`src/rtl/fxalu_pkg.sv`:
```
// Shared types, action codes and widths for the Q24.8 fixed-point ALU.
// No dependencies; used by every file of the block.
package fxalu_pkg;

    localparam int DW = 32;
    localparam int FB = 8;
    localparam int MW = DW;              // magnitude width
    localparam int NW = DW + FB;         // dividend width (magnitude << FB)
    localparam int CW = MW + 1;          // remainder width in a divider cell

    localparam logic [3:0] ACT_ADD  = 4'd0;
    localparam logic [3:0] ACT_SUB  = 4'd1;
    localparam logic [3:0] ACT_MUL  = 4'd2;
    localparam logic [3:0] ACT_DIV  = 4'd3;
    localparam logic [3:0] ACT_MIN  = 4'd4;
    localparam logic [3:0] ACT_MAX  = 4'd5;
    localparam logic [3:0] ACT_INC  = 4'd6;
    localparam logic [3:0] ACT_DEC  = 4'd7;
    localparam logic [3:0] ACT_I2F  = 4'd8;
    localparam logic [3:0] ACT_F2I  = 4'd9;

    // Word travelling down the divider chain
    typedef struct packed {
        logic          valid;
        logic [CW-1:0] rem;
        logic [NW-1:0] num;     // dividend bits shift out, quotient bits shift in
        logic [MW-1:0] den;
        logic          neg;
        logic          dbz;
        logic          is_div;
        logic [DW-1:0] res;     // finished result of non-divide actions
        logic          ovf;
        logic [2:0]    cmp;     // less, equal, greater
    } fxalu_word_t;

    localparam logic [DW-1:0] SMAX = {1'b0, {(DW-1){1'b1}}};
    localparam logic [DW-1:0] SMIN = {1'b1, {(DW-1){1'b0}}};

endpackage

```
`src/rtl/fxalu_cell.sv`:
```
// One restoring-division cell: takes one quotient bit and passes the word on.
// Depends on fxalu_pkg.
module fxalu_cell import fxalu_pkg::*; (
    input  logic        clk,
    input  logic        rst_n,
    input  fxalu_word_t din,
    output fxalu_word_t dout
);
    fxalu_word_t word_reg, word_next;
    logic [CW-1:0] shifted;
    logic [CW:0]   diff;

    // Shift one dividend bit into the remainder and try a subtract
    always_comb
    begin
        word_next = din;
        shifted   = {din.rem[CW-2:0], din.num[NW-1]};
        diff      = {1'b0, shifted} - {2'b00, din.den};
        if (diff[CW])
        begin
            word_next.rem = shifted;
            word_next.num = {din.num[NW-2:0], 1'b0};
        end
        else
        begin
            word_next.rem = diff[CW-1:0];
            word_next.num = {din.num[NW-2:0], 1'b1};
        end
    end

    // Hold the word for the next cell
    always_ff @(posedge clk or negedge rst_n)
    begin
        if (!rst_n)
            word_reg <= '0;
        else
            word_reg <= word_next;
    end

    assign dout = word_reg;
endmodule

```
`config.mk`:
```
export PLATFORM = sky130hd
export DESIGN_NAME = fxalu_cell
export DESIGN_NICKNAME = d
export VERILOG_FILES = /design/src/rtl/fxalu_pkg.sv /design/src/rtl/fxalu_cell.sv
export SDC_FILE = /design/constraint.sdc
export NUM_CORES = 1
export LEC_CHECK = 0
export BUFFER_PORTS_ARGS = -buffer_cell sky130_fd_sc_hd__buf_4
export CORE_MARGIN = 2
export CORE_UTILIZATION = 26
export CTS_BUF_LIST = sky130_fd_sc_hd__clkbuf_16
export CTS_CLUSTER_DIAMETER = 60
export DETAILED_ROUTE_END_ITERATION = 8
export GPL_TIMING_DRIVEN = 0
export PLACE_DENSITY = 0.62
export SKIP_CTS_REPAIR_TIMING = 1
export SLEW_MARGIN = 15
export SYNTH_ARGS = -nofsm -noshare
export SYNTH_HDL_FRONTEND = slang
export SYNTH_SLANG_ARGS = --single-unit
```
`constraint.sdc`:
```
create_clock -name clk -period 0.8 [get_ports clk]
set_clock_uncertainty 0.2 [all_clocks]
set_input_delay 0.08 -clock clk [delete_from_list [all_inputs] [get_ports clk]]
set_output_delay 0.08 -clock clk [all_outputs]
set_load 0.1 [all_outputs]
```
==> impl_results.md <==
* Status: complete, but fails checks
* Violated checks: hold timing, setup timing
* Type of origin of the critical path: input pin
* Area share of the leading cell type in the synthesized netlist at 0.581
* Slew at the pin closest to its max-slew limit at 545 ps
* RSZ-0062 raised after global routing: true
* Sum of negative setup slack at -125270 ps
* Number of flops mapped to enable cells by yosys at 0
* Clock group share of total power at 0.278
* Fin crit share at 2.75
* Final Max Slew Viols at 0
* Smallest setup slack after layout at -1400 ps
* Share of post-route cells with drive strength above 1 at 0.640
* Clock root buffer: clkbuf_16
* CTS H-Tree Depth at 4
* Core area at 23500 sq um
* Maxcap violations at 0
* Clock-pin slew on the worst setup and hold paths at 70 ps
* Relative slew slack at 0.633
* Placed wire-length estimate at 15100 um
* TritonCTS clock tree: built
* Cell with the most instances after synthesis: dfrtp_1
* Vias per inst at 4.34
* Largest area contributor in the synthesized netlist: dfrtp_1
* Yosys warning total at 0
* Number of standard cells in the final layout excluding fillers at 1273
* Global-route wire length before repair at 29700 um
* Seq/Total Area, Yosys at 0.581
* Area contributors post-synth: dfrtp_1 58%, mux2_4 6.7%, ha_1 6.4%, xnor2_1 2.8%, a21oi_1 2.6%
* Net switching power figure at 0.0114 W
* Crit end category: flip-flop
* Peak fanout along the critical path at 3
* Timing-limited maximum frequency at 454 MHz
* I/O pin cnt at 292
* Number of placement rows at 56
* Slowest-stage cell, CP: fa_2
* Cells traversed along the worst timing path: buf_6 > inv_4 > ha_4 > inv_2 > fa_2 > a211oi_4 > o21ai_4 > a41oi_2 > o211ai_1 > a31oi_2 > xnor2_1 > mux2_4
* Top cells by count, synth: 145 x dfrtp_1, 42 x inv_1, 32 x a21oi_1, 32 x ha_1, 28 x mux2_4
* Residual DRC at 0
* Total vias in the final route at 5530
* Path category of the worst min-delay check: input pin to asynchronous set/reset pin
* Number of nets in the layout at 1120
* Worst vdd ir at 1.36 mV
* Post-Route WL at 23500 um
* Mean post-synth cell area at 12.5 sq um
* Final instance area at 13700 sq um
* Number of hold violations in the final report at 179
* Most instantiated flip-flop cell in the synthesis netlist: dfrtp_1
* Netlist cell types at 55
* Fin crit period at 2200 ps
* Placed cells at 1111
* Global route overflow at 0
* Number of flip-flops under the largest register name at 145
* Number of DRC markers in iteration 0 at 218
* Count of input and output buffers at 290
* Die Width at 159 um
* Relative contribution of combinational cells to total power at 0.416
* Floorplan die height at 159 um
* Router iterations before antenna repair at 4
* Final Wtd Congestion at 0.796
* Final Hold Slack at -648 ps
* Count of antenna-violating nets left after detailed routing at 0
* Largest stage delay on the critical path at 400 ps
* Power after layout at 0.0292 W
* Switching part of the total power at 0.391
* Setup-failing EPs final at 179
* Pin count of the biggest net entering global routing at 105
* Post-Synthesis Cell Area at 6240 sq um
* Count of mapped cells out of synthesis at 501
* Required time of the worst setup path at 910 ps
* Via count of the first global-routing pass at 5166
* Part of the power in registers at 0.306
* Combined global-route utilization of all metal layers at 0.153
* Gate family responsible for the most delay along the worst path: compound AO/OA/AOI/OAI gates
* Clock Tree Buf Depth at 2
* Area enclosed by the die boundary at 25300 sq um
* Proportion of synthesized flip-flops having asynchronous set or reset at 1.00
* Data arrival time at the worst-slack endpoint at 2310 ps
* Average routed wire per standard cell at 18.5 um
* Number of antenna violations at the first check in global routing at 1
* Number of sinks on the clock net at 145
* Pleak at 5.89 nW
* Count of buffering cells on the critical path with inverters included at 3
* TritonCTS Buffers at 17
* Cell-internal power at 0.0178 W
* Power Density at 2130 nW/um^2
* Cell area reported after detailed placement at 9810 sq um
* Area growth, synth to finish at 119%
* Initial cell density of the core at 0.265
* Number of nets produced by synthesis at 681
* Number of register bits inferred by synthesis at 145
* Crit Path Class: input pin to flip-flop
-- per-stage QoR --
step / utilization / setup slack [ps]
2_1_floorplan: - / -1450
3_3_place_gp: 0.415 / -1910
3_5_place_dp: 0.417 / -1930
4_1_cts: 0.442 / -1500
5_1_grt: 0.582 / -1460
6_report: 0.582 / -1400
-- layer usage --
| metal | global-route usage | part of all wire | vias up |
|---|---|---|---|
| met2 | 0.273 | 0.51 | 196 |
| met4 | 0.0479 | 0.026 | 0 |
| met5 | 0 | 0 | - |
| met3 | 0.0469 | 0.063 | 32 |
| li1 | - | - | 2621 |
| met1 | 0.175 | 0.40 | 2681 |
-- cell usage in the layout, fill, tap and decap left out, drive strengths merged, types with 8 or more instances in the layout --
master and instances:
dlygate4sd3 110, a21oi 33, xor2 9, o211ai 8, nand3 12, nand2 24
dfrtp 145, inv 50, clkbuf 20, xnor2 20, o21ai 25, mux2 30
nor2 24, ha 32, buf 323
-- area by class of cell --
type / count / area, sq um
antenna: 1 / 2.50
buffer: 13 / 175
clock buffer: 17 / 425
clock inverter: 15 / 166
fill: 1819 / 9850
inverter: 43 / 194
multi-input combinational: 297 / 2790
sequential: 145 / 4170
tap: 319 / 399
timing repair buffer: 423 / 5370
-- power by group through the flow --
stage                     clock network [W]  registers [W]  logic [W]
after floorplan                           0         0.0136    0.00239
after global placement                    0        0.00869    0.00963
after detailed placement                  0        0.00871    0.00968
after CTS                           0.00832        0.00855    0.00971
after global routing                0.00858        0.00900     0.0126
final                               0.00812        0.00894     0.0122
-- cell families (layout without fill, tap and decap cells) --
kind of cell / count (synthesis) / in the layout / synth area share
flip-flops: 145 / 145 / 0.581
AO/OA/AOI/OAI: 108 / 108 / 0.115
AND/OR/NAND/NOR: 95 / 95 / 0.0742
multiplexers: 32 / 32 / 0.0742
buffers and inverters: 59 / 511 / 0.0469
XOR/XNOR: 29 / 29 / 0.0407
other: 0 / 1 / 0
adder cells (fa/ha/maj): 33 / 33 / 0.0673
-- final timing paths --
check                      startpoint   endpoint  slack (ps)  depth (start not counted)
max in group asynchronous       rst_n   dout[63]         160                          2
hold / removal                  rst_n   dout[48]        -650                          1
setup / recovery             din[110]  dout[133]       -1400                         12
min in group clk              din[39]   dout[39]        -420                          1
No activity file was read; power rests on OpenSTA's default activity.
