<file path="config.mk">
export PLATFORM = sky130hd
export DESIGN_NAME = fxalu_front
export DESIGN_NICKNAME = d
export VERILOG_FILES = /design/src/rtl/fxalu_pkg.sv /design/src/rtl/fxalu_front.sv
export SDC_FILE = /design/constraint.sdc
export NUM_CORES = 2
export LEC_CHECK = 0
export ABC_AREA = 1
export BUFFER_PORTS_ARGS = -buffer_cell sky130_fd_sc_hd__clkbuf_2
export CAP_MARGIN = 20
export CORE_MARGIN = 3
export CORE_UTILIZATION = 60
export DETAILED_ROUTE_END_ITERATION = 7
export PLACE_DENSITY = 0.86
export SKIP_CTS_REPAIR_TIMING = 1
export SLEW_MARGIN = 20
export SYNTH_ARGS = -nofsm -noshare
export SYNTH_HDL_FRONTEND = slang
export SYNTH_SLANG_ARGS = --single-unit
</file>
<file path="constraint.sdc">
create_clock -name clk -period 4.9 [get_ports clk]
set_input_delay 0 -clock clk [delete_from_list [all_inputs] [get_ports clk]]
set_output_delay 0 -clock clk [all_outputs]
set_load 0.01 [all_outputs]
</file>
<file path="src/rtl/fxalu_pkg.sv">
// Shared types, action codes and widths for the Q24.8 fixed-point ALU.
// No dependencies; used by every file of the block.
package fxalu_pkg;

    localparam int DW = 32;
    localparam int FB = 8;
    localparam int MW = DW;              // magnitude width
    localparam int NW = DW + FB;         // dividend width (magnitude << FB)
    localparam int CW = MW + 1;          // remainder width in a divider cell

    localparam logic [3:0] ACT_ADD  = 4'd0;
    localparam logic [3:0] ACT_SUB  = 4'd1;
    localparam logic [3:0] ACT_MUL  = 4'd2;
    localparam logic [3:0] ACT_DIV  = 4'd3;
    localparam logic [3:0] ACT_MIN  = 4'd4;
    localparam logic [3:0] ACT_MAX  = 4'd5;
    localparam logic [3:0] ACT_INC  = 4'd6;
    localparam logic [3:0] ACT_DEC  = 4'd7;
    localparam logic [3:0] ACT_I2F  = 4'd8;
    localparam logic [3:0] ACT_F2I  = 4'd9;

    // Word travelling down the divider chain
    typedef struct packed {
        logic          valid;
        logic [CW-1:0] rem;
        logic [NW-1:0] num;     // dividend bits shift out, quotient bits shift in
        logic [MW-1:0] den;
        logic          neg;
        logic          dbz;
        logic          is_div;
        logic [DW-1:0] res;     // finished result of non-divide actions
        logic          ovf;
        logic [2:0]    cmp;     // less, equal, greater
    } fxalu_word_t;

    localparam logic [DW-1:0] SMAX = {1'b0, {(DW-1){1'b1}}};
    localparam logic [DW-1:0] SMIN = {1'b1, {(DW-1){1'b0}}};

endpackage

</file>
<file path="src/rtl/fxalu_front.sv">
// Front stage: decodes the action, does all non-divide arithmetic and loads
// the divider word. Depends on fxalu_pkg.
module fxalu_front import fxalu_pkg::*; (
    input  logic              clk,
    input  logic              rst_n,
    input  logic              start,
    input  logic [3:0]        action,
    input  logic signed [DW-1:0] operand_a,
    input  logic signed [DW-1:0] operand_b,
    output fxalu_word_t       dout
);
    // Stage 1 registers: product and operands
    logic          v1_reg;
    logic [3:0]    act1_reg;
    logic [DW-1:0] a1_reg, b1_reg;
    logic [2*MW-1:0] prod1_reg;
    logic [MW-1:0] ma, mb;
    fxalu_word_t   word_reg, word_next;

    assign ma = operand_a[DW-1] ? (~operand_a + 1'b1) : operand_a;
    assign mb = operand_b[DW-1] ? (~operand_b + 1'b1) : operand_b;

    always_ff @(posedge clk or negedge rst_n)
    begin
        if (!rst_n)
            v1_reg <= 1'b0;
        else
            v1_reg <= start;
    end

    // Register operands and the magnitude product
    always_ff @(posedge clk)
    begin
        act1_reg  <= action;
        a1_reg    <= operand_a;
        b1_reg    <= operand_b;
        prod1_reg <= ma * mb;
    end

    logic [MW-1:0] m1a, m1b;
    logic          neg1;
    logic [DW:0]   sum, dif;
    logic [2*MW-1:0] prnd;
    logic [2*MW-FB-1:0] pmag;
    logic [MW+FB-1:0]   imag;
    logic          lt, eq;

    // Finish every action but divide
    always_comb
    begin
        m1a  = a1_reg[DW-1] ? (~a1_reg + 1'b1) : a1_reg;
        m1b  = b1_reg[DW-1] ? (~b1_reg + 1'b1) : b1_reg;
        neg1 = a1_reg[DW-1] ^ b1_reg[DW-1];
        sum  = {a1_reg[DW-1], a1_reg} + {b1_reg[DW-1], b1_reg};
        dif  = {a1_reg[DW-1], a1_reg} - {b1_reg[DW-1], b1_reg};
        prnd = prod1_reg + {{(2*MW-FB){1'b0}}, 1'b1, {(FB-1){1'b0}}};
        pmag = prnd[2*MW-1:FB];
        imag = {m1a, {FB{1'b0}}};
        lt   = $signed(a1_reg) < $signed(b1_reg);
        eq   = a1_reg == b1_reg;

        word_next        = '0;
        word_next.valid  = v1_reg;
        word_next.cmp    = {lt, eq, !lt && !eq};
        word_next.neg    = neg1;
        word_next.den    = m1b;
        word_next.num    = {m1a, {FB{1'b0}}};
        word_next.is_div = act1_reg == ACT_DIV;
        word_next.dbz    = (act1_reg == ACT_DIV) && (b1_reg == '0);
        case (act1_reg)
            ACT_ADD, ACT_SUB:
            begin
                if (act1_reg == ACT_ADD)
                begin
                    word_next.res = sum[DW-1:0];
                    word_next.ovf = sum[DW] != sum[DW-1];
                    if (word_next.ovf)
                        word_next.res = sum[DW] ? SMIN : SMAX;
                end
                else
                begin
                    word_next.res = dif[DW-1:0];
                    word_next.ovf = dif[DW] != dif[DW-1];
                    if (word_next.ovf)
                        word_next.res = dif[DW] ? SMIN : SMAX;
                end
            end
            ACT_MUL:
            begin
                if (neg1)
                begin
                    if (pmag > {{(MW-FB){1'b0}}, SMIN})
                    begin
                        word_next.res = SMIN;
                        word_next.ovf = 1'b1;
                    end
                    else
                        word_next.res = ~pmag[DW-1:0] + 1'b1;
                end
                else if (pmag > {{(MW-FB){1'b0}}, SMAX})
                begin
                    word_next.res = SMAX;
                    word_next.ovf = 1'b1;
                end
                else
                    word_next.res = pmag[DW-1:0];
            end
            ACT_MIN: word_next.res = (lt || eq) ? a1_reg : b1_reg;
            ACT_MAX: word_next.res = (!lt) ? a1_reg : b1_reg;
            ACT_INC: word_next.res = a1_reg + 1'b1;
            ACT_DEC: word_next.res = a1_reg - 1'b1;
            ACT_I2F:
            begin
                if (a1_reg[DW-1])
                begin
                    if (imag > {{FB{1'b0}}, SMIN})
                    begin
                        word_next.res = SMIN;
                        word_next.ovf = 1'b1;
                    end
                    else
                        word_next.res = ~imag[DW-1:0] + 1'b1;
                end
                else if (imag > {{FB{1'b0}}, SMAX})
                begin
                    word_next.res = SMAX;
                    word_next.ovf = 1'b1;
                end
                else
                    word_next.res = imag[DW-1:0];
            end
            ACT_F2I: word_next.res = DW'($signed(a1_reg) >>> FB);
            default: word_next.res = '0;
        endcase
        // Divide by zero leaves the divider harmless
        if (word_next.dbz)
            word_next.den = {{(MW-1){1'b0}}, 1'b1};
    end

    // Hold the decoded word for the first divider cell
    always_ff @(posedge clk or negedge rst_n)
    begin
        if (!rst_n)
            word_reg <= '0;
        else
            word_reg <= word_next;
    end

    assign dout = word_reg;
endmodule

</file>
==> out/summary.txt, run 1 <==
final HPWL from detailed placement = 200000 µm
worst setup endpoint GRT = prod1_reg[58]$_DFF_P_/D
Post-synth top cells = nand2_1, inv_1, nor2_1, fa_1, ha_1
Cell Area, Synth = 54900 µm²
synthesized area per cell = 7.13 µm²
post-synth top area share = 32.8%
dpl ws = -3660 ps
ys async rst share = 45.7%
largest net degree at the start of global routing = 75
clk root buf = clkbuf_16
H-tree Lvls = 1
worst ep type = register data pin
Post-Syn Instances = 7692
Fail Step = 5_1_grt
# rows = 110
Synth Register Bits = 230
Sink Count = 230
total gr overflow = 73
Initial Util = 60.8%
Die X = 308 µm
GRT Overall Usage = 63.5%
Yosys warnings = 0
Area contributors post-synth = fa_1, nand2_1, inv_1
number of synthesized flops with an enable pin = 0
port bufs = 174
top-count cell post-synth = nand2_1
Distinct cells, synth = 64
post-synth top area cell = fa_1
Synth Flop Type = dfxtp_1
sequential fraction of the synthesis area = 9.35%
total CTS buffers = 27
outcome = did not finish
Longest Clk Path Bufs = 3
IO Count = 216
GPL Wtd Cong = 1.17
Inst Count DP = 9635
Stop Error = [ERROR GRT-0232] Routing congestion too high. Check the congestion heatmap in the GUI.
Die Height = 308 µm
==> cells by family after synthesis <==
family                     share of synthesized area [%]
AOI/OAI and AO/OA                                   7.53
xor gates and xnor gates                            2.97
adders and majority gates                           41.0
buffers and inverters                               13.2
DFF                                                 9.35
other                                            0.00684
and+or+nand+nor                                     25.9
==> layer usage <==
metal | overflow | track usage, %
met4 | 30 | 63.4
met3 | 2 | 39.8
met2 | 40 | 85.0
met1 | 1 | 65.2
met5 | 0 | 12.2
==> stage by stage <==
stage | utilization (%) | hold WS (ps) | area (µm²)
floorplan | - | -296 | 56500
global placement | 71.1 | -51.1 | 64200
detailed placement | 71.1 | -38.7 | 64200
CTS | 72.0 | -668 | 65000
==> inputs of run 2 (changes only) <==
CORE_UTILIZATION = 40   (was 60)
PLACE_DENSITY = not set   (was 0.86)
PLACE_DENSITY_LB_ADDON = 0.15   (was not set)
==> run 2 against run 1 <==
Against the previous run:
- the flow now finishes, with violations (negative hold slack, negative setup slack)
- synthesized area unchanged
- synthesized cell count unchanged
==> out/summary.txt, run 2 <==
Area contributors post-synth = fa_1, nand2_1, inv_1
IO Count = 216
Synth Flop Type = dfxtp_1
outcome = complete, but fails checks
post-synth top area share = 32.8%
DR iter-0 viols = 4540
TritonRoute pass-1 iters = 7
sequential fraction of the synthesis area = 9.35%
Routed WL per cell = 24.8 µm
Setup crit start = operand_a[0]
CTS tree = built
max reg flops = 104
Worst-Margin Slew = 1100 ps
dpl ws = -3850 ps
ANT nets after route = 0
synthesized area per cell = 7.13 µm²
Setup CP Type = input port to register
worst r2r dst = dout[34]
MaxCap Viol Count = 0
commonest non-fill, non-tap cell in the layout = nand2_1
setup TNS = -116780 ps
nets@finish = 10074
RSZ-0062 raised after global routing = yes
Slowest-stage cell, CP = fa_2
GRT Overall Usage = 36.4%
worst r2r src = a1_reg[15]
met3 usage = 6.17%
Cell Area, Synth = 54900 µm²
CP endpoint kind = register
Post-Syn Instances = 7692
layout cells sized above 1 = 24.8%
Rel. slew slack = 26.1%
GPL Wtd Cong = 1.09
CP Max Fanout = 6
WL final = 262000 µm
Vias per Instance = 5.33
final HPWL from detailed placement = 223000 µm
Max Fclk = 133 MHz
Hold Vio Cnt, Final = 54
Hold Path Class = input port to async pin
total CTS buffers = 27
crit path DAT = 8020 ps
Synth Register Bits = 230
# rows = 135
initial antenna violation count = 6
most frequent CP cell = fa_1
most frequent cells in the layout = nand2_1, inv_1, nor2_1
Sink Count = 230
Clock Skews = 19.6 ps
H-tree Lvls = 1
final period utilization = 153%
DRC violations left = 0
Finish-stage setup viols = 55
Slew Limit Fails = 0
ys async rst share = 45.7%
Clk pin slew, worst setup/hold paths = 70 ps
crit path capture = prod1_reg[63]
number of synthesized flops with an enable pin = 0
die area = 142000 µm²
largest net degree at the start of global routing = 64
Post-synth top cells = nand2_1, inv_1, nor2_1, fa_1, ha_1
Die Height = 376 µm
Core Region = 136000 µm²
via count = 56201
global route hottest layer = met2
failing checks = negative hold slack, negative setup slack
final worst slack = -2600 ps
worst-skew pair later-pin latency = 630 ps
Initial Util = 40.4%
slowest cell delay on critical path = 670 ps
required time of the critical path = 5420 ps
Yosys warnings = 0
port bufs = 174
post-synth top area cell = fa_1
crit path time final = 7500 ps
vias in the first global route = 56595
Setup crit start kind = input port
total gr overflow = 0
FF-to-FF path depth = 13
synth-to-layout area growth = 31.3%
first-pass GRT wire length = 377000 µm
worst reg2reg setup slack = 140 ps
hold slack final = -32.8 ps
clk root buf = clkbuf_16
Fillers = 13221
Longest Clk Path Bufs = 3
Die X = 376 µm
met1 Usage GRT = 43.6%
Distinct cells, synth = 64
top-count cell post-synth = nand2_1
met2 Usage GRT = 59.7%
Final Util = 53.0%
run 2: final cells by class:
cell class	count	area, µm²	share of cell area [%]
clock buffers	34	743	1.03
diodes	5	12.5	0.0174
repair buffers	1266	11100	15.3
clock inverters	16	184	0.255
well taps	1781	2230	3.09
flip-flops and latches	230	5130	7.12
inverters	1565	6040	8.38
multi-input cells	5653	46600	64.7
run 2: per-stage QoR:
step | area, µm² | instances | hold slack [ps]
6_report | 72000 | 10550 | -32.8
3_5_place_dp | 65700 | 10308 | 90.0
3_3_place_gp | 65700 | 10308 | 77.6
2_1_floorplan | 56500 | 7732 | -296
5_1_grt | 72000 | 10545 | 35.8
4_1_cts | 66600 | 10358 | -559
run 2: cell families (layout without fill, tap and decap cells):
logic type,after synthesis,count (layout),share of synthesized area [%]
xor gates and xnor gates,185,185,2.97
and+or+nand+nor,3424,3424,25.9
AOI/OAI and AO/OA,743,743,7.53
other,1,46,0.00684
adders and majority gates,1260,1260,41.0
DFF,230,230,9.35
buffers and inverters,1849,2881,13.2
run 2: per-layer routing:
layer / wire length (µm) / up-vias
met5: 0 / -
met2: 120000 / 2556
li1: - / 25322
met1: 98600 / 27558
met4: 24100 / 0
met3: 19200 / 765
run 2: worst min-delay path by stage:
| stage | startpoint | end | slack, ps | depth (start not counted) |
|---|---|---|---|---|
| 2_1_floorplan | rst_n | dout[0] | -300 | 0 |
| 3_3_place_gp | rst_n | dout[110] | 80 | 1 |
| 3_5_place_dp | rst_n | dout[110] | 90 | 1 |
| 4_1_cts | rst_n | dout[105] | -560 | 1 |
| 5_1_grt | rst_n | dout[105] | 40 | 2 |
| 6_report | rst_n | dout[105] | -30 | 2 |
run 2: critical path, delay by kind of cell:
family	cells	cell delay, ps
AOI/OAI and AO/OA	1	130
xor gates and xnor gates	1	210
adders and majority gates	10	4620
buffers and inverters	18	1630
and+or+nand+nor	14	1420
Power of run 2 is left out: the tool's default activity adds up to more than one toggle a clock period on the data nets, which glitch-free logic cannot reach.
