==> config.mk <==
export PLATFORM = sky130hd
export DESIGN_NAME = fxalu_back
export DESIGN_NICKNAME = d
export VERILOG_FILES = /design/src/rtl/fxalu_pkg.sv /design/src/rtl/fxalu_back.sv
export SDC_FILE = /design/constraint.sdc
export NUM_CORES = 1
export LEC_CHECK = 0
export BUFFER_PORTS_ARGS = -buffer_cell sky130_fd_sc_hd__buf_2
export CORE_ASPECT_RATIO = 0.6
export CORE_UTILIZATION = 39
export CTS_CLUSTER_DIAMETER = 80
export DETAILED_ROUTE_END_ITERATION = 12
export PLACE_DENSITY = 0.71
export SLEW_MARGIN = 20
export SYNTH_ARGS = -nofsm -noshare
export SYNTH_HDL_FRONTEND = slang
export SYNTH_SLANG_ARGS = --single-unit
==> constraint.sdc <==
create_clock -name clk -period 0.8 [get_ports clk]
set_input_delay 0.08 -clock clk [delete_from_list [all_inputs] [get_ports clk]]
set_output_delay 0.08 -clock clk [all_outputs]
set_load 0.01 [all_outputs]
==> src/rtl/fxalu_pkg.sv <==
// Shared types, action codes and widths for the Q24.8 fixed-point ALU.
// No dependencies; used by every file of the block.
package fxalu_pkg;

    localparam int DW = 32;
    localparam int FB = 8;
    localparam int MW = DW;              // magnitude width
    localparam int NW = DW + FB;         // dividend width (magnitude << FB)
    localparam int CW = MW + 1;          // remainder width in a divider cell

    localparam logic [3:0] ACT_ADD  = 4'd0;
    localparam logic [3:0] ACT_SUB  = 4'd1;
    localparam logic [3:0] ACT_MUL  = 4'd2;
    localparam logic [3:0] ACT_DIV  = 4'd3;
    localparam logic [3:0] ACT_MIN  = 4'd4;
    localparam logic [3:0] ACT_MAX  = 4'd5;
    localparam logic [3:0] ACT_INC  = 4'd6;
    localparam logic [3:0] ACT_DEC  = 4'd7;
    localparam logic [3:0] ACT_I2F  = 4'd8;
    localparam logic [3:0] ACT_F2I  = 4'd9;

    // Word travelling down the divider chain
    typedef struct packed {
        logic          valid;
        logic [CW-1:0] rem;
        logic [NW-1:0] num;     // dividend bits shift out, quotient bits shift in
        logic [MW-1:0] den;
        logic          neg;
        logic          dbz;
        logic          is_div;
        logic [DW-1:0] res;     // finished result of non-divide actions
        logic          ovf;
        logic [2:0]    cmp;     // less, equal, greater
    } fxalu_word_t;

    localparam logic [DW-1:0] SMAX = {1'b0, {(DW-1){1'b1}}};
    localparam logic [DW-1:0] SMIN = {1'b1, {(DW-1){1'b0}}};

endpackage

==> src/rtl/fxalu_back.sv <==
// Back stage: rounds and saturates the quotient, selects the final word and
// drives the result ports. Depends on fxalu_pkg.
module fxalu_back import fxalu_pkg::*; (
    input  logic              clk,
    input  logic              rst_n,
    input  fxalu_word_t       din,
    output logic              done,
    output logic signed [DW-1:0] result,
    output logic              less,
    output logic              equal,
    output logic              greater,
    output logic              overflow,
    output logic              divide_by_zero
);
    logic          done_reg;
    logic [DW-1:0] res_reg, res_next;
    logic [2:0]    cmp_reg;
    logic          ovf_reg, ovf_next, dbz_reg;
    logic [CW:0]   twice;
    logic [NW:0]   q;

    // Round the quotient half up, then saturate with sign
    always_comb
    begin
        twice    = {1'b0, din.rem} + {1'b0, din.rem};
        q        = {1'b0, din.num} + {{NW{1'b0}}, (twice >= {2'b00, din.den})};
        res_next = din.res;
        ovf_next = din.ovf;
        if (din.is_div)
        begin
            ovf_next = 1'b0;
            if (din.dbz)
                res_next = '0;
            else if (din.neg)
            begin
                if (q > {{(NW-DW+1){1'b0}}, SMIN})
                begin
                    res_next = SMIN;
                    ovf_next = 1'b1;
                end
                else
                    res_next = ~q[DW-1:0] + 1'b1;
            end
            else if (q > {{(NW-DW+1){1'b0}}, SMAX})
            begin
                res_next = SMAX;
                ovf_next = 1'b1;
            end
            else
                res_next = q[DW-1:0];
        end
    end

    always_ff @(posedge clk or negedge rst_n)
    begin
        if (!rst_n)
            done_reg <= 1'b0;
        else
            done_reg <= din.valid;
    end

    always_ff @(posedge clk)
    begin
        res_reg <= res_next;
        ovf_reg <= ovf_next;
        dbz_reg <= din.dbz;
        cmp_reg <= din.cmp;
    end

    assign done           = done_reg;
    assign result         = res_reg;
    assign less           = cmp_reg[2];
    assign equal          = cmp_reg[1];
    assign greater        = cmp_reg[0];
    assign overflow       = ovf_reg;
    assign divide_by_zero = dbz_reg;
endmodule

==> results of run 1 <==
## power by group
part / internal [uW] / switching [uW]
registers: 2050 / 60.7
logic: 1670 / 1690
clock network: 1790 / 791
total: 5510 / 2550
## what timing repair did
item / 4_1_cts / 5_1_grt
resized for setup: 89 / 48
setup endpoints to repair: 42 / 56
hold buffers: 5 / 0
setup buffers: 15 / 10
pin swaps: 35 / 21
endpoints found under the hold margin: 5 / 0
gates cloned: 1 / 2
## stage by stage
step / setup TNS, ns / std cells / instance area (sq um) / utilization [%]
6_report: -110.71 / 1149 / 8350 / 73.7
5_1_grt: -117.73 / 1149 / 8350 / 73.7
4_1_cts: -106.56 / 1138 / 8030 / 70.8
3_5_place_dp: -129.02 / 1110 / 7170 / 63.2
3_3_place_gp: -126.21 / 1110 / 7170 / 63.2
2_1_floorplan: -106.97 / 612 / 4790 / -
## critical path, cell delays in order
cell	delay, ns
buf_8	0.07
clkinv_4	0.04
ha_4	0.24
nor2b_4	0.12
o21a_1	0.11
o21a_1	0.10
o21a_1	0.11
o21ai_1	0.06
a21boi_1	0.18
o21a_1	0.13
o211ai_1	0.11
nand3_1	0.12
ha_2	0.21
buf_6	0.13
nand4_1	0.16
nor4_1	0.31
buf_4	0.18
mux2i_2	0.23
o211ai_1	0.22
nor4_4	0.40
nand3_4	0.13
nor4bb_4	0.34
a211oi_4	0.12
buf_4	0.18
clkbuf_16	0.15
o22ai_1	0.17
## metal layers
metal  share of wire (%)  vias to the layer above
met5                   0                        -
met4                 2.9                        0
met3                  11                       95
met2                  43                      483
met1                  43                     3080
li1                    -                     3019
## worst min path at each step
stage                     slack, ns  cells past startpoint                     end    start
after floorplan               -0.22                      0          done$_DFF_PN0_    rst_n
after global placement        -0.15                      1          done$_DFF_PN0_    rst_n
after detailed placement      -0.14                      1          done$_DFF_PN0_    rst_n
after CTS                      0.04                      2  divide_by_zero$_DFF_P_  din[37]
after global routing           0.05                      2  divide_by_zero$_DFF_P_  din[37]
final                          0.05                      3       result[8]$_DFF_P_  din[12]
## cell families (layout without fill, tap and decap cells)
| family | count (synthesis) | after routing | share of synthesized area, % |
|---|---|---|---|
| XOR/XNOR | 48 | 48 | 9.20 |
| AO/OA/AOI/OAI | 143 | 143 | 22.8 |
| adder cells (fa/ha/maj) | 35 | 35 | 9.58 |
| multiplexers | 5 | 5 | 1.15 |
| AND/OR/NAND/NOR | 232 | 232 | 29.9 |
| buffers and inverters | 111 | 488 | 10.5 |
| flip-flops | 38 | 38 | 16.8 |
## placed cells by master (no fill, tap or decap), types with 10 or more instances in the layout
master	netlist	routed
inv_1	75	73
ha_1	35	29
o22ai_1	43	18
nor3_1	18	14
dfxtp_1	37	21
dfxtp_2	0	16
o21ai_0	17	11
nand3_1	20	17
o22ai_2	0	24
a21o_1	10	10
buf_4	3	199
buf_2	7	166
xor2_1	20	19
xnor2_1	28	24
buf_6	6	27
a21oi_1	14	13
and4_1	11	11
nand2_1	41	36
nand4_1	28	28
nor4_1	19	11
nor2_1	29	25
## final cells by class
class	count	area (sq um)
clock buffers	5	125
clock inverters	3	68.8
multi-input cells	463	4040
well taps	160	200
inverters	75	287
fillers	789	2980
flip-flops and latches	38	786
repair buffers	405	2850
==> results.toml, run 1 <==
[grt]
grt_first_pass_wirelength_um = 31700
grt_pass1_vias = 6132
groute.layer.met3.usage_pct = 7.04
grt.met2_usage_pct = 50.4
antenna_found_initial = 0
grt-busiest-layer = "met2"
overflow = 0
track_usage_pct = 32.9
grt_start_max_net_pins = 36
grt_util_met1_pct = 46.7

[logic_synthesis]
synth.most_common_cell = "inv_1"
synth_top_cell_area_share_pct = 16.2
synth.distinct_cells = 67
yosysTopAreaCell = "dfxtp_1"
synth_area_sq_mm = 0.00457
syn_inst = 612
ys_warn_count = 0
synth_nets = 794
ys_seq_area_share_pct = 16.8
syn_area_per_cell_sq_um = 7.47
synthTopCellsByArea = "dfxtp_1 (16%), ha_1 (9.6%), inv_1 (6.2%), o22ai_1 (5.9%), xnor2_1 (5.4%)"
synth_common_cells = "inv_1 (75), o22ai_1 (43), nand2_1 (41), dfxtp_1 (37), ha_1 (35)"
synth_flop_cell = "dfxtp_1"
synth_seq_cells = 38
synth_edf_count = 0
synthArstFlopShare_pct = 2.63

[critical_path]
crit_end = "result[18]$_DFF_P_"
worst_ep_arrival_time_ns = 4.43
cp-end-kind = "register"
crit_required_ns = 0.99
crit_start = "din[40]"
cp-start-kind = "primary input"
critPathMaxFanout = 5
worstSetupPathType = "primary input to register"

[run_status]
status = "finished, violations left"
failed_checks = "setup timing"

[cts]
cts_buffer_depth = 2
cts-root-buf = "clkbuf_16"
htreeDepth = 2
cts_tree = "built"
clkSinkCount = 38
clk_pin_slew_worst_paths_ns = 0.06
numCtsBuffers = 5

[drt]
route.detailed.drc = 0
vias = 6677
drt_iter0_drc = 726
via_per_inst = 5.81
wl_per_cell_um = 19.3
first_pass_iters = 6
totalWireLength_um = 22200
ant_nets = 0

[final_layout]
areaGrowthSynthToFinish_pct = 82.8
largest_reg_flops = 32
nets = 1170
n_antenna_cell = 0
drive_gt1_share_pct = 54.4

[placed_design]
routabilityCongestion = 0.943
post-place-ws_ns = -3.98
io_buffers = 184
hpwl_um = 15600

[die]
start_util_pct = 40.3
die_y_um = 85.8
fp.coreArea_sq_mm = 0.0113
fp.dieW_um = 142
rows = 30
num_io_pins = 185
design.die.area_sq_mm = 0.0122

[timing]
relSlewSlack_pct = 58.0
final.setup.worst_slack_ns = -3.44
rsz0062_at_grt = "true"
tightest_slew_ns = 0.630
setup_viol = 43
max_freq_ghz = 0.236
fin_crit_ns = 4.24
maxSlewViolCount = 0
finalCritPeriodShare_pct = 530
hold_violations = 0
hold_slack_ns = 0.0535

[pwr]
p_leak_uw = 0.00402
max-vdd-ir-drop_mv = 1.07
power_uw = 8060
p_per_area_mw_per_mm2 = 965

[job]
max_cap_viol_count = 0

[min_path]
worstHoldPathType = "primary input to register"
No activity file was read; power rests on OpenSTA's default activity.
==> run 2, diff against run 1 <==
--- a/config.mk
+++ b/config.mk
@@ -6,11 +6,11 @@
 export NUM_CORES = 1
 export LEC_CHECK = 0
 export BUFFER_PORTS_ARGS = -buffer_cell sky130_fd_sc_hd__buf_2
-export CORE_ASPECT_RATIO = 0.6
-export CORE_UTILIZATION = 39
+export CORE_ASPECT_RATIO = 0.7
+export CORE_UTILIZATION = 40
 export CTS_CLUSTER_DIAMETER = 80
 export DETAILED_ROUTE_END_ITERATION = 12
-export PLACE_DENSITY = 0.71
+export PLACE_DENSITY = 0.72
 export SLEW_MARGIN = 20
 export SYNTH_ARGS = -nofsm -noshare
 export SYNTH_HDL_FRONTEND = slang
==> run 2 against run 1 <==
  * The flow still finishes with violations (setup timing)
  * Combinational power down 1%
  * Die area down 2.5%
  * Global-route usage fell by 0.12 points
  * Count of clock-buffer cells in the layout is the same
  * Wire length decreased by 1.9%
  * Sequential share of layout area grew 0.28 points
  * Flip-flop and latch count stayed put
  * Via count is 1.0% lower
  * Fmax grew 0.23%
  * Non-clock buffer count is 13 lower
  * Largest cell class unchanged
==> results.toml, run 2 (synthesis gave the netlist of run 1 again) <==
[cts]
cts_tree = "built"
cts_buffer_depth = 2
htreeDepth = 2
clkSinkCount = 38
cts-root-buf = "clkbuf_16"
numCtsBuffers = 5
clk_pin_slew_worst_paths_ns = 0.06

[critical_path]
critPathMaxFanout = 27
worst_ep_arrival_time_ns = 4.41
cp-start-kind = "primary input"
crit_required_ns = 0.98
crit_start = "din[66]"
path_cells = "buf_2 > inv_1 > ha_1 > a21o_1 > a21oi_1 > nor2b_1 > o21ai_0 > nand2b_1 > a2111oi_2 > nand3_1 > ha_4 > ha_4 > buf_4 > ha_1 > nor4_2 > nand4_1 > nor4_2 > nand4b_1 > nand4_1 > buf_12 > buf_4 > o22ai_1 > o22ai_1"
cp-end-kind = "register"
cpPeakStageDelay_ns = 0.38
worstSetupPathType = "primary input to register"
cp_slowest_cell = "a2111oi_2"
crit_end = "result[5]$_DFF_P_"

[pwr]
p_leak_uw = 0.00389
max-vdd-ir-drop_mv = 1.10
p_per_area_mw_per_mm2 = 944

[die]
die_y_um = 91.4
start_util_pct = 41.3
fp.dieW_um = 130
rows = 32
design.die.area_sq_mm = 0.0119
num_io_pins = 185
fp.coreArea_sq_mm = 0.0111

[min_path]
worstHoldPathType = "primary input to register"
worstHoldStart = "din[37]"

[job]
max_cap_viol_count = 0

[final_layout]
nets = 1157
final_area_sq_mm = 0.00816
final_cell_mix = "buf_4 (193), buf_2 (160), inv_1 (72), nand2_1 (38), ha_1 (30)"
utilization_pct = 73.9
fillers = 772
layout_commonest_cell = "buf_4"
drive_gt1_share_pct = 53.1
areaGrowthSynthToFinish_pct = 78.6
largest_reg_flops = 32

[drt]
wl_per_cell_um = 19.3
drt_iter0_drc = 823
vias = 6609
first_pass_iters = 5
ant_nets = 0
route.detailed.drc = 0
totalWireLength_um = 21800
via_per_inst = 5.85

[run_status]
status = "finished, violations left"
failed_checks = "setup timing"

[grt]
groute.layer.met3.usage_pct = 4.71
grt_util_met1_pct = 44.1
grt_pass1_vias = 6123
track_usage_pct = 32.7
grt-busiest-layer = "met2"
grt_first_pass_wirelength_um = 30600
antenna_found_initial = 1
grt_start_max_net_pins = 36
overflow = 0
grt.met2_usage_pct = 53.1

[placed_design]
hpwl_um = 15400
post-place-ws_ns = -3.78
routabilityCongestion = 0.969
io_buffers = 184
postPlaceCellArea_sq_mm = 0.00717

[timing]
final.setup.worst_slack_ns = -3.43
relSlewSlack_pct = 57.8
max_freq_ghz = 0.236
setup_tns_ns = -109.99
tightest_slew_ns = 0.632
hold_slack_ns = 0.0367
finalCritPeriodShare_pct = 529
maxSlewViolCount = 0
hold_violations = 0
setup_viol = 42
rsz0062_at_grt = "true"
fin_crit_ns = 4.23
run 2: layout make-up:
cell class                      instances  area (sq um)  area share, %
Multi-Input combinational cell        463          3960           48.5
Timing Repair Buffer                  392          2760           33.8
Sequential cell                        38           791           9.69
Inverter                               75           292           3.57
Tap cell                              153           191           2.35
Clock buffer                            5           125           1.53
Clock inverter                          3          45.0          0.552
Antenna cell                            1          2.50         0.0307
run 2: power breakdown:
group	total [uW]	leakage, uW	switching [uW]	internal (uW)
Clock	2280	0.0000760	814	1470
Sequential	2120	0.000326	63.7	2050
Combinational	3310	0.00349	1660	1650
run 2: how the worst min path moves through the flow:
stage | to | slack, ns | cells after the start
final | divide_by_zero$_DFF_P_ | 0.04 | 2
after global routing | result[31]$_DFF_P_ | 0.03 | 2
after CTS | divide_by_zero$_DFF_P_ | 0.03 | 2
after detailed placement | done$_DFF_PN0_ | -0.14 | 1
after global placement | done$_DFF_PN0_ | -0.15 | 1
after floorplan | done$_DFF_PN0_ | -0.22 | 0
run 2: worst max-delay path, delay by kind of cell:
family	cells	cell delay [ns]
buffers and inverters	5	0.61
AO/OA/AOI/OAI	6	1.28
adder cells (fa/ha/maj)	4	0.94
AND/OR/NAND/NOR	8	1.50
run 2: repair_timing:
action	in CTS	in global routing
hold buffers	5	0
gates cloned	2	0
setup buffers	6	5
gates resized for setup	48	77
endpoints found under the hold margin	5	0
endpoints found under the setup margin	39	62
pin swaps	27	15
run 2: through the flow:
step | power, uW | cells
detailed placement | 4830 | 1104
finish | 7710 | 1130
global route | 7980 | 1130
floorplan | 3400 | 612
global placement | 4730 | 1104
CTS | 7240 | 1125
run 2: metal layers:
metal  vias to the layer above  wire length (um)  part of all wire (%)
met2                       471              9980                    46
li1                       2989                 -                     -
met4                         0               676                   3.1
met5                         -                 0                     0
met3                        71              2160                   9.9
met1                      3078              8960                    41
